`src/design/cce_pkg.sv`:
```
`timescale 1ns / 1ps
// ----------------------------------------------------------------------------
// cce_pkg
// Shared constants and the command type passed from front to back.
// ----------------------------------------------------------------------------
package cce_pkg;

   localparam logic [7:0] CH_SLASH   = 8'h2F;
   localparam logic [7:0] CH_STAR    = 8'h2A;
   localparam logic [7:0] CH_QUOTE   = 8'h22;
   localparam logic [7:0] CH_NEWLINE = 8'h0A;

   localparam int MaxBytes = 3;
   localparam int CntW     = $clog2(MaxBytes + 1);

   // one input beat's worth of output bytes; bytes[0] goes out first
   typedef struct packed {
      logic [CntW-1:0]              count;
      logic [MaxBytes-1:0][7:0]     bytes;
   } cmd_type;

endpackage

```
`src/design/cce_front.sv`:
```
`timescale 1ns / 1ps
// ----------------------------------------------------------------------------
// cce_front
// Accepts source bytes, tracks comment/string state, builds output commands.
// ----------------------------------------------------------------------------
module cce_front (
   input  logic             clock,
   input  logic             reset,
   input  logic             accept,
   input  logic [7:0]       in_byte,
   output logic             push,
   output cce_pkg::cmd_type cmd
);

   logic inside_comment_ff, inside_comment_in;
   logic line_comment_ff, line_comment_in;
   logic inside_string_ff, inside_string_in;
   logic slash_armed_ff, slash_armed_in;
   logic star_armed_ff, star_armed_in;

   always_comb begin
      logic                         done;
      logic [cce_pkg::CntW-1:0]     n;
      logic [cce_pkg::MaxBytes-1:0][7:0] b;
      done              = 1'b0;
      n                 = '0;
      b                 = '0;
      inside_comment_in = inside_comment_ff;
      line_comment_in   = line_comment_ff;
      inside_string_in  = inside_string_ff;
      slash_armed_in    = slash_armed_ff;
      star_armed_in     = star_armed_ff;

      if (slash_armed_ff) begin
         slash_armed_in = 1'b0;
         if (in_byte == cce_pkg::CH_STAR || in_byte == cce_pkg::CH_SLASH) begin
            if (in_byte == cce_pkg::CH_SLASH) line_comment_in = 1'b1;
            inside_comment_in = 1'b1;
            done = 1'b1;   // opener's second byte is dropped
         end
      end

      if (!done) begin
         if (star_armed_ff) begin
            star_armed_in = 1'b0;
            if (in_byte == cce_pkg::CH_SLASH) begin
               inside_comment_in = 1'b0;
               b[0] = cce_pkg::CH_NEWLINE;
               b[1] = cce_pkg::CH_NEWLINE;
               n    = 2'd2;
            end else begin
               b[0] = cce_pkg::CH_STAR;
               n    = 2'd1;
            end
         end

         if (in_byte == cce_pkg::CH_SLASH && !inside_comment_in && !inside_string_in)
            slash_armed_in = 1'b1;
         if (in_byte == cce_pkg::CH_STAR && inside_comment_in && !inside_string_in)
            star_armed_in = 1'b1;
         if (in_byte == cce_pkg::CH_QUOTE && !inside_comment_in)
            inside_string_in = !inside_string_in;

         if (inside_comment_in && !star_armed_in) begin
            b[n[1:0]] = in_byte;
            n = n + 2'd1;
            if (line_comment_in && in_byte == cce_pkg::CH_NEWLINE) begin
               b[n[1:0]] = cce_pkg::CH_NEWLINE;
               n = n + 2'd1;
               inside_comment_in = 1'b0;
               line_comment_in   = 1'b0;
            end
         end
      end

      cmd.count = n;
      cmd.bytes = b;
      push      = accept && (n != '0);
   end

   always_ff @(posedge clock) begin
      if (reset) begin
         inside_comment_ff <= 1'b0;
         line_comment_ff   <= 1'b0;
         inside_string_ff  <= 1'b0;
         slash_armed_ff    <= 1'b0;
         star_armed_ff     <= 1'b0;
      end else if (accept) begin
         inside_comment_ff <= inside_comment_in;
         line_comment_ff   <= line_comment_in;
         inside_string_ff  <= inside_string_in;
         slash_armed_ff    <= slash_armed_in;
         star_armed_ff     <= star_armed_in;
      end
   end

endmodule

```
`src/design/cce_queue.sv`:
```
`timescale 1ns / 1ps
// ----------------------------------------------------------------------------
// cce_queue
// Two-entry command queue between front and back.
// ----------------------------------------------------------------------------
module cce_queue (
   input  logic             clock,
   input  logic             reset,
   input  logic             push,
   input  cce_pkg::cmd_type push_cmd,
   output logic             not_full,
   input  logic             pop,
   output logic             not_empty,
   output cce_pkg::cmd_type head_cmd
);

   cce_pkg::cmd_type entry_ff [2];
   logic       wr_ptr_ff, wr_ptr_in;
   logic       rd_ptr_ff, rd_ptr_in;
   logic [1:0] fill_ff, fill_in;

   assign not_full  = (fill_ff != 2'd2);
   assign not_empty = (fill_ff != 2'd0);
   assign head_cmd  = entry_ff[rd_ptr_ff];

   always_comb begin
      wr_ptr_in = wr_ptr_ff ^ push;
      rd_ptr_in = rd_ptr_ff ^ pop;
      fill_in   = fill_ff + {1'b0, push} - {1'b0, pop};
   end

   always_ff @(posedge clock) begin
      if (push) entry_ff[wr_ptr_ff] <= push_cmd;
   end

   always_ff @(posedge clock) begin
      if (reset) begin
         wr_ptr_ff <= 1'b0;
         rd_ptr_ff <= 1'b0;
         fill_ff   <= 2'd0;
      end else begin
         wr_ptr_ff <= wr_ptr_in;
         rd_ptr_ff <= rd_ptr_in;
         fill_ff   <= fill_in;
      end
   end

endmodule

```
`src/design/cce_back.sv`:
```
`timescale 1ns / 1ps
// ----------------------------------------------------------------------------
// cce_back
// Plays out each queued command one byte per beat into the output register.
// ----------------------------------------------------------------------------
module cce_back (
   input  logic             clock,
   input  logic             reset,
   input  logic             head_valid,
   input  cce_pkg::cmd_type head_cmd,
   output logic             pop,
   output logic             rsp_tvalid,
   input  logic             rsp_tready,
   output logic [7:0]       rsp_tdata,
   output logic             rsp_tlast
);

   logic [cce_pkg::CntW-1:0] idx_ff, idx_in;
   logic       valid_ff, valid_in;
   logic [7:0] data_ff, data_in;
   logic       last_ff, last_in;
   logic       load;

   always_comb begin
      load     = head_valid && (!valid_ff || rsp_tready);
      last_in  = (idx_ff == head_cmd.count - 2'd1);
      data_in  = head_cmd.bytes[idx_ff];
      pop      = load && last_in;
      idx_in   = idx_ff;
      if (load) idx_in = last_in ? '0 : idx_ff + 2'd1;
      valid_in = valid_ff;
      if (load) valid_in = 1'b1;
      else if (rsp_tready) valid_in = 1'b0;
   end

   always_ff @(posedge clock) begin
      if (load) begin
         data_ff <= data_in;
         last_ff <= last_in;
      end
   end

   always_ff @(posedge clock) begin
      if (reset) begin
         idx_ff   <= '0;
         valid_ff <= 1'b0;
      end else begin
         idx_ff   <= idx_in;
         valid_ff <= valid_in;
      end
   end

   assign rsp_tvalid = valid_ff;
   assign rsp_tdata  = data_ff;
   assign rsp_tlast  = last_ff;

endmodule

```
`src/design/c_style_comment_extractor.sv`:
```
`timescale 1ns / 1ps
// ----------------------------------------------------------------------------
// c_style_comment_extractor
// Streams source text in and passes on only the text of block/line comments.
// ----------------------------------------------------------------------------
// Usage:
//   req_* : one source byte per beat (req_tdata[7:0] = in_byte).
//   rsp_* : extracted comment bytes, one per beat; rsp_tlast marks the last
//           byte produced by a given input byte. Input bytes that produce
//           nothing (code outside comments, opener bytes, a held star)
//           give no output beat.
//   Each input byte yields 0 to 3 output bytes (held star, the byte itself,
//   doubled newline or star-slash newline pair).
//   Commands are registered in the queue, bytes in the output register.
//   Throughput: one input beat per cycle while output keeps up; the back end
//   emits one byte per ready cycle, so input rate is set by output byte count.
//   A 2-entry command queue separates the front classifier from the byte
//   player; the front stalls (req_tready low) only when it is full.
//   Receiver stall: the output register holds its beat; the queue fills and
//   then backpressures the input.
//   Reset: synchronous, clears all comment/string flags, queue and output.
// ----------------------------------------------------------------------------
module c_style_comment_extractor (
   input  logic       clock,
   input  logic       reset,
   input  logic       req_tvalid,
   output logic       req_tready,
   input  logic [7:0] req_tdata,   // [7:0] in_byte
   output logic       rsp_tvalid,
   input  logic       rsp_tready,
   output logic [7:0] rsp_tdata,   // [7:0] out_byte
   output logic       rsp_tlast    // run_end
);

   logic             accept;
   logic             push;
   cce_pkg::cmd_type push_cmd;
   logic             not_full;
   logic             pop;
   logic             not_empty;
   cce_pkg::cmd_type head_cmd;

   assign req_tready = not_full;
   assign accept     = req_tvalid && not_full;

   cce_front u_front (
      .clock   (clock),
      .reset   (reset),
      .accept  (accept),
      .in_byte (req_tdata),
      .push    (push),
      .cmd     (push_cmd)
   );

   cce_queue u_queue (
      .clock     (clock),
      .reset     (reset),
      .push      (push),
      .push_cmd  (push_cmd),
      .not_full  (not_full),
      .pop       (pop),
      .not_empty (not_empty),
      .head_cmd  (head_cmd)
   );

   cce_back u_back (
      .clock      (clock),
      .reset      (reset),
      .head_valid (not_empty),
      .head_cmd   (head_cmd),
      .pop        (pop),
      .rsp_tvalid (rsp_tvalid),
      .rsp_tready (rsp_tready),
      .rsp_tdata  (rsp_tdata),
      .rsp_tlast  (rsp_tlast)
   );

endmodule

```
`config.mk`:
```
export PLATFORM = sky130hd
export DESIGN_NAME = c_style_comment_extractor
export DESIGN_NICKNAME = d
export VERILOG_FILES = /design/src/design/cce_pkg.sv /design/src/design/cce_front.sv /design/src/design/cce_queue.sv /design/src/design/cce_back.sv /design/src/design/c_style_comment_extractor.sv
export SDC_FILE = /design/constraint.sdc
export NUM_CORES = 1
export LEC_CHECK = 0
export BUFFER_PORTS_ARGS = -buffer_cell sky130_fd_sc_hd__buf_2
export CORE_MARGIN = 2
export CORE_UTILIZATION = 55
export DETAILED_ROUTE_END_ITERATION = 7
export GPL_TIMING_DRIVEN = 0
export PLACE_DENSITY_LB_ADDON = 0.05
export RECOVER_POWER = 50
export SLEW_MARGIN = 20
export SYNTH_ARGS = -nofsm -noshare
export SYNTH_HDL_FRONTEND = slang
export SYNTH_HIERARCHICAL = 1
export SYNTH_SLANG_ARGS = --single-unit
```
`constraint.sdc`:
```
create_clock -name clock -period 4.25 [get_ports clock]
set_clock_uncertainty 0.05 [all_clocks]
set_input_delay 0.2125 -clock clock [delete_from_list [all_inputs] [get_ports clock]]
set_output_delay 0.2125 -clock clock [all_outputs]
set_load 0.01 [all_outputs]
```
==> out/metrics.yaml <==
critical_path:
  critPathCaptureType: "flip-flop"
  reg2reg_slack_ns: 0.86
  start_kind: "flip-flop"
  critPathMaxStageDelay_ns: 0.68
  critical_path_arrival_ns: 3.62
  worst_path_max_delay_cell: "clkbuf_1"
  cp_cell_sequence: "clkbuf_1 -> clkbuf_1 -> mux2_4 -> or3b_1 -> a21boi_0 -> ha_1 -> inv_1 -> ha_1 -> xnor3_1 -> nor2_1"
  required_ns: 4.48
  cp_max_fo: 10
  path_class: "flip-flop to flip-flop"
cells_and_area:
  fin_util: 0.612
  final_cell_mix: "edfxtp_1, nand2_1, clkbuf_1"
  final_nets: 308
  diodes: 0
  register_area_sq_um: 2070
  layout-drive-gt1-share: 0.178
  mostFrequentLayoutCell: "edfxtp_1"
  multi_input_area_sq_um: 1240
  synthToLayoutAreaGrowth_pct: 9.55
  n_fill_cell: 500
routing:
  routed_via_density: 5.39
  wirelength_microns: 5820
  first_iter_violations: 77
  antenna_left: 0
  post_drt_wl_per_cell_microns: 15.6
  drt_pass1_iterations: 4
  via_count: 2016
  drcViolationCount: 0
floorplanning:
  core_sq_um: 6240
  pin_count: 23
  row_count: 29
  start_util: 0.559
  dieArea_sq_um: 6990
  die_h_microns: 83.6
  die-width_microns: 83.6
grt:
  grt_pass1_wl_microns: 9540
  globalRouteMet3Util: 0.0445
  met2_usage: 0.285
  grt-ovfl-total: 0
  grt_pass1_vias: 1955
  grt_max_degree: 27
  use_met1: 0.233
  antenna_found_initial: 0
  grt_usage: 0.178
  grt-busiest-layer: "met2"
synthesis:
  synth_area_leaders: "edfxtp_1, mux2_4, dfxtp_1, mux2i_1, and2_1"
  synth-seq-cells: 73
  synth_top_area_cell: "edfxtp_1"
  async_reset_ff_frac: 0
  synth_top_area_share: 0.525
  synth.distinct_cells: 52
  syn_area_per_cell_sq_um: 13.7
  syn-instance-count: 254
  synth-edff-count: 61
  yosys_warnings: 6
  syn_area_sq_um: 3490
  synth_ff_type: "edfxtp_1"
  yosysSeqAreaShare: 0.594
timing:
  fin_crit_sh: 0.798
  hold_viol_final: 0
  setup_viol: 0
  finalMaxSlewViolations: 0
  period_needed_ns: 3.39
  tightest_slew_ns: 1.02
  timing.hold.ws_ns: 0.139
  clock.fmax_ghz: 0.295
  slew_headroom: 0.312
  setup_tns_ns: 0
  rsz0062_at_grt: "false"
power_and_ir_drop:
  power.density_nw_per_um2: 547
  peakVddDrop_uv: 253
  p_leak_nw: 1.34
cts:
  clockBufferDepth: 2
  cts_buffers: 9
  postCtsResizedCells: 0
  cts.clk_slew.worst_paths_ns: 0.07
  tritoncts: "built"
  post_cts_buffers: 0
  cts_sinks: 73
  htree_levels: 3
  clk_latency_ns: 0.34
  clock_tree.root_cell: "clkbuf_8"
  postCtsHoldBufs: 0
run_status:
  status: "finished, final reports clean"
place:
  gp_congestion: 0.859
  port-buffer-count: 22
  hpwl_microns: 3980
job:
  cap_violations: 0
hold_path:
  hold_path.class: "primary input to flip-flop"
==> flip-flops by register name, summed over array words and instances (netlist names) <==
name and cells:
u_queue/entry_ff 52, u_back/rsp_tdata 8, u_back/idx_ff 2, u_queue/fill_ff 2, u_back/rsp_tlast 1, u_back/rsp_tvalid 1
u_front/inside_comment_ff 1, u_front/inside_string_ff 1, u_front/line_comment_ff 1, u_front/slash_armed_ff 1, u_front/star_armed_ff 1, u_queue/rd_ptr_ff 1
u_queue/wr_ptr_ff 1
==> synthesized netlist by cell type (all sizes together), types with 3 or more instances <==
library cell	count
inv	8
ha	4
mux2	26
nand2	19
mux2i	9
edfxtp	61
nand2b	4
a21oi	9
a2111oi	3
and3	5
and2	13
nor3	5
dfxtp	12
nor2	14
buf	12
o21ai	9
nor4b	3
xnor2	5
==> area by class of cell <==
cell class              count  area share
clock buffers              10      0.0334
repair buffers             22      0.0249
plain buffers              14      0.0210
clock inverters             6      0.0213
flip-flops and latches     73       0.543
multi-input cells         164       0.324
inverters                   8     0.00786
well taps                  77      0.0252
==> where the power goes <==
| part | switching, mW | internal, mW | total (mW) |
|---|---|---|---|
| combinational | 0.306 | 0.238 | 0.544 |
| sequential | 0.0386 | 0.933 | 0.971 |
| clock | 0.246 | 0.328 | 0.573 |
==> critical path: cells and delay by family, from the launching register on <==
kind                       cells  cell delay, ns
buffers and inverters          3            1.13
and+or+nand+nor                2            0.48
adders and majority gates      2            0.44
muxes                          1            0.38
AOI/OAI and AO/OA              1            0.34
DFF                            1            0.31
xor gates and xnor gates       1            0.20
==> cells by family after synthesis <==
group	count (synthesis)	share of synthesized area
AOI/OAI and AO/OA	37	0.0779
buffers and inverters	22	0.0431
and+or+nand+nor	76	0.120
xor gates and xnor gates	6	0.0190
adders and majority gates	4	0.0144
other	1	0.00108
muxes	35	0.130
DFF	73	0.594
==> path summary, 6_finish.rpt <==
path | start | endpoint | cells past startpoint
hold reg to reg | u_front/line_comment_ff$_SDFFE_PP0P_ | u_front/line_comment_ff$_SDFFE_PP0P_ | 2
setup reg to reg | u_queue/rd_ptr_ff$_SDFF_PP0_ | u_queue/fill_ff[1]$_SDFF_PP0_ | 10
hold / removal | reset | u_queue/wr_ptr_ff$_SDFF_PP0_ | 2
setup / recovery | u_queue/rd_ptr_ff$_SDFF_PP0_ | u_queue/fill_ff[1]$_SDFF_PP0_ | 10
==> stage by stage <==
stage	area, sq um	instances	setup slack [ns]	total power [mW]
6_report	3820	374	0.858	2.09
3_5_place_dp	3720	358	0.648	1.59
5_1_grt	3820	374	0.649	2.20
2_1_floorplan	3500	259	1.08	1.44
3_3_place_gp	3710	358	0.228	1.58
4_1_cts	3930	374	1.01	2.17
==> per-layer routing <==
metal / vias up / wire, microns / part of all wire
li1: 1007 / - / -
met2: 54 / 2700 / 0.46
met3: 7 / 278 / 0.048
met4: 0 / 64 / 0.011
met5: - / 0 / 0
met1: 948 / 2770 / 0.48
No activity file was read; power rests on OpenSTA's default activity.
